[src/design/pal_pkg.sv]
// ----------------------------------------------------------------------------
// pal_pkg
// Shared types and command codes for the positional array list.
// ----------------------------------------------------------------------------
`default_nettype none

package pal_pkg;

   localparam int VALUE_W = 32;
   localparam int POS_W   = 7;

   localparam logic [1:0] CMD_INSERT = 2'd0;
   localparam logic [1:0] CMD_DELETE = 2'd1;
   localparam logic [1:0] CMD_LOCATE = 2'd2;
   localparam logic [1:0] CMD_GET    = 2'd3;

   typedef logic signed [VALUE_W-1:0] value_type;
   typedef logic [POS_W-1:0]          pos_type;
   typedef logic [1:0]                cmd_type;

   typedef struct packed {
      logic      shift_up;
      logic      shift_down;
      logic      locate;
      logic      select;
      pos_type   position;
      value_type key;
   } cell_ctrl_type;

endpackage

`default_nettype wire

[src/design/pal_cell.sv]
// ----------------------------------------------------------------------------
// pal_cell
// One list slot: holds an entry, shifts with its neighbors, flags a hit.
// ----------------------------------------------------------------------------
`default_nettype none

module pal_cell #(
   parameter int SLOT = 1,
   parameter int CW   = 7
) (
   input  wire                    clock,
   input  pal_pkg::cell_ctrl_type ctrl,
   input  wire  [CW-1:0]          count,
   input  pal_pkg::value_type     left_value,
   input  pal_pkg::value_type     right_value,
   output pal_pkg::value_type     value,
   output logic                   hit
);
   import pal_pkg::*;

   value_type value_ff;
   value_type value_in;
   logic      occupied;
   int        pos_int;

   assign pos_int  = int'(ctrl.position);
   assign occupied = (SLOT <= int'(count));

   always_comb begin
      value_in = value_ff;
      if (ctrl.shift_up) begin
         if (SLOT > pos_int) begin
            value_in = left_value;
         end else if (SLOT == pos_int) begin
            value_in = ctrl.key;
         end
      end else if (ctrl.shift_down) begin
         if (SLOT >= pos_int) begin
            value_in = right_value;
         end
      end
   end

   always_ff @(posedge clock) begin
      value_ff <= value_in;
   end

   assign value = value_ff;
   assign hit   = occupied &&
                  (ctrl.locate ? (value_ff == ctrl.key) : (ctrl.select && SLOT == pos_int));

endmodule

`default_nettype wire

[config.mk]
export PLATFORM = sky130hd
export DESIGN_NAME = pal_cell
export DESIGN_NICKNAME = d
export VERILOG_FILES = /design/src/design/pal_pkg.sv /design/src/design/pal_cell.sv
export SDC_FILE = /design/constraint.sdc
export NUM_CORES = 1
export LEC_CHECK = 0
export BUFFER_PORTS_ARGS = -buffer_cell sky130_fd_sc_hd__buf_2
export CAP_MARGIN = 10
export CORE_MARGIN = 3
export CORE_UTILIZATION = 44
export DETAILED_ROUTE_END_ITERATION = 10
export GPL_ROUTABILITY_DRIVEN = 0
export PLACE_DENSITY = 0.85
export REMOVE_ABC_BUFFERS = 1
export SYNTH_ARGS = -nofsm -noshare
export SYNTH_HDL_FRONTEND = slang
export SYNTH_SLANG_ARGS = --single-unit
[constraint.sdc]
create_clock -name clock -period 8.4 [get_ports clock]
set_clock_uncertainty 0.05 [all_clocks]
set_input_delay 2.52 -clock clock [delete_from_list [all_inputs] [get_ports clock]]
set_output_delay 2.52 -clock clock [all_outputs]
set_load 0.005 [all_outputs]
Word-level counts from Yosys, hierarchy flattened
Cells that the tools add are included.
- latch bits: 0
- memory bits (read-only): 0
- output and inout port bits: 33
- memories: 0
- word-level logic and storage cells: 18
- RAM bits: 0
- bits in registers: 32
- input port bits: 115
- reductions and logical operators: 5
- multiply operators: 0
- bitwise logic cells: 0
- add/sub/neg operators: 0
- shifts and indexed selects: 0
- eq/ne operators: 3
- div/mod/pow operators: 0
- multiplexer cells: 6
- $lt $le $gt $ge: 3
- operators with widths (cell ; count):
    $mux W32 ; 5
    $eq A32 B32 Y1 ; 1
    $eq A2 B7 Y1 const A ; 1
    $ge A1 B7 Y1 const A ; 1
    $gt A1 B7 Y1 const A ; 1
    $le A1 B7 Y1 const A ; 1
    $reduce_bool A2 Y1 ; 2
    $ne A3 B1 Y1 const B ; 1
    $reduce_and A3 Y1 ; 1
    $logic_and A1 B1 Y1 ; 2
    $mux W1 ; 1

Depth between registers and ports, before layout
Gate-level depths: netlist of run 1.
- word-level depth: 4
- gate-level depth with buffers: 6
- depth with buffers taken out: 5

Worst setup path before layout of run 1
No wires, ideal clock.
- kind: input to output
- start point: in ctrl[1] in the netlist's numbering
- end point: out hit
- stages: 5
- arrival: 3355 ps
- setup slack: 2475 ps
- buffers on the path: 0
- cell sequence: xnor2_1 nand4_1 nor4_1 nand2_1 a221oi_1
- longest elaborated chain between the ends: 3
- ends and longest elaborated chain (item ; line ; source):
    start, declared ; pal_cell.sv:12 ; input pal_pkg::cell_ctrl_type ctrl,
    $eq A32 B32 Y1 ; pal_cell.sv:50 ; (ctrl.locate ? (value_ff == ctrl.key) : (ctrl.select && SLOT == pos_int));
    $mux W1 ; pal_cell.sv:50 ;
    $logic_and A1 B1 Y1 ; pal_cell.sv:49 ; assign hit = occupied &&
    end, declared ; pal_cell.sv:17 ; output logic hit
Every way passes these cells.

Worst setup path in the final report of run 1
Ends and elaborated chain as after synthesis.

==> flow_summary.json, run 1 <==
{
  "status": "completed",
  "die_y_um": 74.6,
  "die-area_sq_mm": 0.00557,
  "ios": 148,
  "cp.buffers_inverters": 2,
  "dp_cells": 381,
  "worstMarginPinSlew_ns": 0.931,
  "p_int_uw": 272,
  "yosysSeqAreaShare_pct": 46.3,
  "fin_ws_ns": 1.93,
  "critPathLaunchType": "primary input",
  "n_antenna_cell": 0,
  "vdd_drop_max_v": 0.0000778,
  "antenna_found_initial": 0,
  "fin_setup_tns_ns": 0,
  "fill_cells": 393,
  "cp.arrival_ns": 3.90,
  "finish.utilization_pct": 64.9,
  "ctsResizeCount": 0,
  "layout_commonest_cell": "buf_2",
  "cpMostUsedCell": "buf_2",
  "fp.dieW_um": 74.6,
  "seqCellArea_sq_um": 961,
  "netSwitchingFraction_pct": 23.6,
  "cts_hold_buffers": 0,
  "grt_setup_unrepaired": "false",
  "nets": 451,
  "postCtsSetupBuffers": 0,
  "synth.distinct_cells": 17,
  "crit_chain": "buf_2 > xnor2_1 > nand4_1 > nor4_1 > nand2_1 > a221oi_1 > buf_2",
  "crit_fanout": 2,
  "fmax_mhz": 155,
  "clkTransAtPathRegs_ns": 0.07,
  "io_buffers": 147,
  "place_hpwl_um": 4340,
  "drv_cap": 0,
  "fin_crit_sh_pct": 77.0,
  "wl_per_cell_um": 14.3,
  "maxSlewViolCount": 0,
  "hold_viol_final": 0,
  "cts_buffers": 5,
  "clock_sinks": 32,
  "ant_nets": 0,
  "post-place-ws_ns": 1.89,
  "setup_viol": 0,
  "cts_tree": "yes",
  "core_area_sq_mm": 0.00444,
  "grt_usage_pct": 19.0,
  "combPwrFrac_pct": 18.0,
  "syn_inst": 191,
  "power_switching_uw": 83.9,
  "avgSynthCellArea_sq_um": 10.9,
  "drtIter0Drc": 85,
  "ys_ff_latch": 32,
  "ctsRootBufferMaster": "clkbuf_8",
  "crit_family": "simple AND/OR/NAND/NOR gates",
  "drc": 0,
  "cts_buffer_depth": 2,
  "layout_common_cells": "147 x buf_2, 34 x nor2_1",
  "finalNonFillerCells": 389,
  "slew_headroom_pct": 37.8,
  "pwr-share-clk_pct": 31.4,
  "grt_overflow": 0,
  "dr.pass1.iters": 4,
  "cp.required_ns": 5.83,
  "hold_ws_ns": 2.50,
  "wl_um": 5570,
  "powerDensity_mw_per_mm2": 123,
  "start_util_pct": 46.6,
  "cp_slowest_cell": "nor4_1",
  "grt_pass1_wl_um": 8040,
  "multi_input_area_sq_mm": 0.00103,
  "hp-class": "primary input to flip-flop",
  "route.vias.total": 1966,
  "cts-htree-levels": 2,
  "row_count": 24,
  "end_kind": "primary output",
  "critPathMaxStageDelay_ns": 0.42,
  "largest_register_ffs": 32,
  "critPathKind": "primary input to primary output",
  "final_layout_size_suffix_gt1_share_pct": 46.6,
  "grt_max_degree": 66,
  "syn_area_sq_mm": 0.00207,
  "p_seq_share_pct": 50.6,
  "grt_pass1_vias": 1882,
  "layout_min_cycle_time_ns": 6.47,
  "leakagePower_nw": 1.19,
  "yosys_warnings": 0,
  "syn_to_final_growth_pct": 39.0,
  "vias_per_cell": 5.05
}
cells by family (layout without fill, tap and decap cells):
group | after synthesis | count (layout) | share of synthesized area, %
xor+xnor | 32 | 32 | 13.5
buf+inv | 10 | 156 | 4.16
mux | 32 | 32 | 15.4
compound gates | 34 | 34 | 8.57
flops | 32 | 32 | 46.3
simple gates | 51 | 51 | 11.9
tightest hold or removal path: stages:
cell and delay (ns):
buf_2 0.07, nor2_1 0.03, a21oi_1 0.09
Yosys cell counts, drive strengths merged:
| cell type | count | area share (%) |
|---|---|---|
| nor2 | 36 | 7.3 |
| a21oi | 32 | 7.7 |
| edfxtp | 32 | 46 |
| mux2i | 32 | 15 |
| xnor2 | 32 | 14 |
| nand4 | 8 | 2.4 |
| clkbuf | 6 | 1.1 |
| buf | 4 | 3.1 |
| nor4 | 4 | 1.5 |
| nand2 | 2 | 0.48 |
| a221oi | 1 | 0.42 |
| a41oi | 1 | 0.42 |
| nor3 | 1 | 0.24 |
routing by layer:
metal / up-vias / track usage [%] / part of all wire, %
met5: - / 0 / 0
met4: 0 / 4.15 / 0.34
met2: 87 / 36.3 / 52
met3: 2 / 5.34 / 8.9
li1: 988 / - / -
met1: 889 / 20.7 / 38
path summary, 6_finish.rpt:
check | start | endpoint | slack, ns | cells after the start
hold / removal | right_value[26] | value[26] | 2.50 | 3
setup / recovery | ctrl[1] | hit | 1.93 | 7
per-stage QoR:
| step | power [mW] | cell area (sq um) |
|---|---|---|
| 6_report | 0.355 | 2880 |
| 5_1_grt | 0.372 | 2880 |
| 4_1_cts | 0.358 | 2880 |
| 3_5_place_dp | 0.248 | 2800 |
| 3_3_place_gp | 0.245 | 2800 |
| 2_1_floorplan | 0.207 | 1990 |
power by group through the flow:
stage,sequential [mW],clock [mW],combinational [mW]
after global routing,0.180,0.121,0.0712
after floorplan,0.183,0,0.0241
after CTS,0.180,0.114,0.0646
after detailed placement,0.183,0,0.0644
after global placement,0.183,0,0.0619
final,0.180,0.112,0.0641
area by class of cell:
class                      count  area share, %
sequential                    32           33.3
clock inverter                 1          0.130
multi-input combinational    149           35.9
clock buffer                   7           2.65
tap                           52           2.26
timing repair buffer         148           25.8
Note: power is estimated with default switching activity, not from simulation.
==> inputs of run 2 (changes only) <==
- CORE_UTILIZATION: 44 -> 41
- PLACE_DENSITY: 0.85 -> 0.8
- clock period: 8.4 -> 6.2 ns (I/O delays scaled with it)
==> flow_summary.json, run 2 (synthesized netlist as in run 1, its figures left out) <==
{
  "status": "completed",
  "powerDensity_mw_per_mm2": 162,
  "layout_min_cycle_time_ns": 5.09,
  "slew_headroom_pct": 38.0,
  "largest_register_ffs": 32,
  "crit_fanout": 2,
  "final_layout_size_suffix_gt1_share_pct": 47.0,
  "cp.required_ns": 4.29,
  "fp.dieW_um": 77.1,
  "setup_viol": 0,
  "hp-class": "primary input to flip-flop",
  "syn_to_final_growth_pct": 39.4,
  "die-area_sq_mm": 0.00595,
  "drv_cap": 0,
  "cts_hold_buffers": 0,
  "leakagePower_nw": 1.18,
  "io_buffers": 147,
  "vias_per_cell": 4.80,
  "ctsRootBufferMaster": "clkbuf_8",
  "critPathKind": "primary input to primary output",
  "row_count": 25,
  "layout_commonest_cell": "buf_2",
  "hold_viol_final": 0,
  "place_hpwl_um": 4220,
  "vdd_drop_max_v": 0.000121,
  "finalNonFillerCells": 401,
  "grt_setup_unrepaired": "false",
  "cts_buffer_depth": 2,
  "n_antenna_cell": 0,
  "grt_max_degree": 66,
  "cts_buffers": 5,
  "nets": 451,
  "clock_sinks": 32,
  "ctsResizeCount": 0,
  "fin_setup_tns_ns": 0,
  "postCtsSetupBuffers": 0,
  "drtIter0Drc": 84,
  "dr.pass1.iters": 4,
  "drc": 0,
  "power_uw": 469,
  "cts_tree": "yes",
  "worstMarginPinSlew_ns": 0.927,
  "cts-htree-levels": 2,
  "fmax_mhz": 196,
  "core_area_sq_mm": 0.00482,
  "dp_cells": 396,
  "layout_common_cells": "147 x buf_2, 34 x nor2_1",
  "grt_pass1_vias": 1850,
  "grt_pass1_wl_um": 8400,
  "wl_per_cell_um": 13.4,
  "route.vias.total": 1926,
  "end_kind": "primary output",
  "antenna_found_initial": 0,
  "ios": 148,
  "grt_usage_pct": 17.7,
  "clkTransAtPathRegs_ns": 0.06,
  "maxSlewViolCount": 0,
  "ant_nets": 0,
  "critPathLaunchType": "primary input",
  "wl_um": 5360,
  "fin_crit_sh_pct": 82.1,
  "grt_overflow": 0,
  "start_util_pct": 43.0,
  "die_y_um": 77.1,
  "cp.arrival_ns": 3.18
}
[run 2: worst max-delay path: stages]
cell and delay [ns]:
buf_2 0.11, xnor2_1 0.17, nand4_1 0.13, nor4_1 0.41
nand2_1 0.11, a221oi_1 0.24, buf_2 0.16
[run 2: stage by stage]
| stage | setup slack [ns] | util (%) | hold slack [ns] | instance area (sq um) |
|---|---|---|---|---|
| after CTS | 1.03 | 60.0 | 1.85 | 2890 |
| after global placement | 1.06 | 58.6 | 2.12 | 2820 |
| after floorplan | 1.60 | - | 2.02 | 1990 |
| after detailed placement | 1.03 | 58.6 | 2.14 | 2820 |
| after global routing | 0.929 | 60.0 | 1.85 | 2890 |
| final | 1.11 | 60.0 | 1.86 | 2890 |
[run 2: area by class of cell]
| class | count | area [sq um] |
|---|---|---|
| multi-input combinational | 149 | 1030 |
| fill | 460 | 1930 |
| clock buffer | 5 | 68.8 |
| tap | 67 | 83.8 |
| timing repair buffer | 148 | 743 |
| sequential | 32 | 961 |
[run 2: metal layers]
metal	GRT usage (%)	share of wire, %	vias up
li1	-	-	984
met1	19.2	38	848
met2	33.4	52	89
met3	5.63	8.5	5
met4	4.27	0.84	0
met5	0	0	-
[run 2: where the power goes]
group / switching (mW) / internal [mW] / total, mW / leakage [nW]
clock network: 0.0670 / 0.0722 / 0.139 / 0.0359
registers: 0.00125 / 0.242 / 0.243 / 0.298
logic: 0.0383 / 0.0477 / 0.0861 / 0.849
[run 2: final timing paths]
| check | startpoint | end | slack [ns] | depth (start not counted) |
|---|---|---|---|---|
| worst max-delay path | ctrl[18] | hit | 1.11 | 7 |
| worst min-delay path | right_value[16] | value[16] | 1.86 | 3 |
==> inputs of run 3 (changes only) <==
- ABC_AREA: not set -> 1
- CORE_UTILIZATION: 41 -> 42
- PLACE_DENSITY: 0.8 -> 0.81
- clock period: 6.2 -> 4.9 ns (I/O delays scaled with it)
==> flow_summary.json, run 3 <==
{
  "status": "completed",
  "synthArstFlopShare_pct": 0,
  "drc": 0,
  "syn_area_sq_mm": 0.00217,
  "synth.most_common_cell": "nand2_1",
  "wl_um": 6650,
  "fp.dieW_um": 77.8,
  "yosysSeqAreaShare_pct": 44.4,
  "cp.arrival_ns": 2.48,
  "crit_fanout": 2,
  "ios": 148,
  "nets": 536,
  "grt_pass1_vias": 2317,
  "row_count": 25,
  "cp.required_ns": 3.38,
  "route.vias.total": 2453,
  "io_buffers": 147,
  "clkTransAtPathRegs_ns": 0.07,
  "layout_min_cycle_time_ns": 4.00,
  "yosysTopAreaCell": "edfxtp_1",
  "synth_edf_count": 32,
  "syn_inst": 278,
  "vias_per_cell": 5.02,
  "synth.distinct_cells": 18,
  "ant_nets": 0,
  "cts_tree": "yes",
  "final_layout_size_suffix_gt1_share_pct": 37.7,
  "synth_ff_type": "edfxtp_1",
  "critPathLaunchType": "primary input",
  "cts_buffers": 5,
  "die-area_sq_mm": 0.00605,
  "holdPathStages": 3,
  "synthTopCellsByCount": "67 x nand2_1, 33 x o21ai_1, 32 x edfxtp_1",
  "ys_ff_latch": 32,
  "grt_overflow": 0,
  "ctsRootBufferMaster": "clkbuf_8",
  "die_y_um": 77.8,
  "grt_setup_unrepaired": "false",
  "largest_register_ffs": 32,
  "grt_usage_pct": 21.9,
  "netlist_top_cells_area": "edfxtp_1 44%, nand2_1 12%, xnor2_1 11%",
  "wl_per_cell_um": 13.6,
  "drv_cap": 0,
  "critPathKind": "primary input to primary output",
  "cts-htree-levels": 2,
  "power_uw": 619,
  "core_area_sq_mm": 0.00485,
  "layout_commonest_cell": "buf_2",
  "dr.pass1.iters": 4,
  "hold_viol_final": 0,
  "slew_headroom_pct": 38.2,
  "postCtsSetupBuffers": 0,
  "grt_max_degree": 33,
  "worstMarginPinSlew_ns": 0.924,
  "grt_pass1_wl_um": 10600,
  "cts_hold_buffers": 0,
  "start_util_pct": 44.7,
  "powerDensity_mw_per_mm2": 205,
  "yosys_warnings": 0,
  "drtIter0Drc": 138,
  "fin_setup_tns_ns": 0,
  "clock_sinks": 32,
  "setup_viol": 0,
  "cts_buffer_depth": 2,
  "avgSynthCellArea_sq_um": 7.79,
  "maxSlewViolCount": 0,
  "fin_crit_sh_pct": 81.7,
  "hp-class": "primary input to flip-flop",
  "vdd_drop_max_v": 0.000136,
  "ctsResizeCount": 0,
  "fmax_mhz": 250,
  "antenna_found_initial": 0,
  "layout_common_cells": "147 x buf_2, 67 x nand2_1, 33 x o21ai_1",
  "n_antenna_cell": 0,
  "end_kind": "primary output",
  "leakagePower_nw": 1.35,
  "syn_to_final_growth_pct": 39.5,
  "yosys.area.top_type_share_pct": 44.4,
  "place_hpwl_um": 5070
}
==> run 3: cell types whose count changed in the layout (fill, tap and decap cells not counted), moves of 4 or more <==
cell,delta
nand2_1,+66
o21ai_1,+33
mux2i_1,-32
nor3_1,+26
o21ai_0,+26
a21oi_1,-25
inv_1,+12
nand4_1,-8
nor2_1,-7
xnor2_1,-6
buf_4,+4
==> run 3: kinds of logic (layout without fill, tap and decap cells) <==
family,count (synthesis),in the layout,synth area share [%]
AO/OA/AOI/OAI,66,66,15.3
XOR/XNOR,26,26,10.5
AND/OR/NAND/NOR,125,125,23.5
buffers and inverters,29,173,6.35
flip-flops,32,32,44.4
==> run 3: final timing paths <==
kind	startpoint	to	slack (ns)
max	ctrl[6]	hit	0.90
min	right_value[3]	value[3]	1.41
==> run 3: power by group <==
group	internal, mW	switching, mW	total [mW]
clock network	0.0988	0.0956	0.194
logic	0.0596	0.0569	0.117
registers	0.306	0.00168	0.308
==> run 3: critical path, stage by stage <==
cell and delay (ns):
buf_2 0.11, xnor2_1 0.15, nand2_1 0.07, nor2_1 0.15, nand2_1 0.08, nor2_1 0.11
nand2_1 0.07, a21oi_1 0.14, buf_2 0.14
==> run 3: metrics by stage <==
stage / setup WS (ns) / util (%) / hold WS, ns / instance area [sq um] / std cells
3_5_place_dp: 0.881 / 60.7 / 1.71 / 2940 / 481
5_1_grt: 0.710 / 62.3 / 1.42 / 3020 / 489
2_1_floorplan: 0.775 / - / 1.61 / 2080 / 262
6_report: 0.897 / 62.3 / 1.41 / 3020 / 489
4_1_cts: 0.879 / 62.3 / 1.41 / 3020 / 489
3_3_place_gp: 0.909 / 60.7 / 1.70 / 2940 / 481
==> run 3: area by class of cell <==
type | count | area [sq um]
inverter | 13 | 48.8
timing repair buffer | 152 | 773
sequential | 32 | 961
clock inverter | 1 | 3.75
fill | 434 | 1830
clock buffer | 7 | 76.3
multi-input combinational | 217 | 1070
tap | 67 | 83.8
==> run 3: layer usage <==
metal | global-route usage [%] | wire, um
met5 | 0 | 0
met2 | 39.2 | 3360
met4 | 5.16 | 55
met1 | 26.3 | 2640
met3 | 5.34 | 591
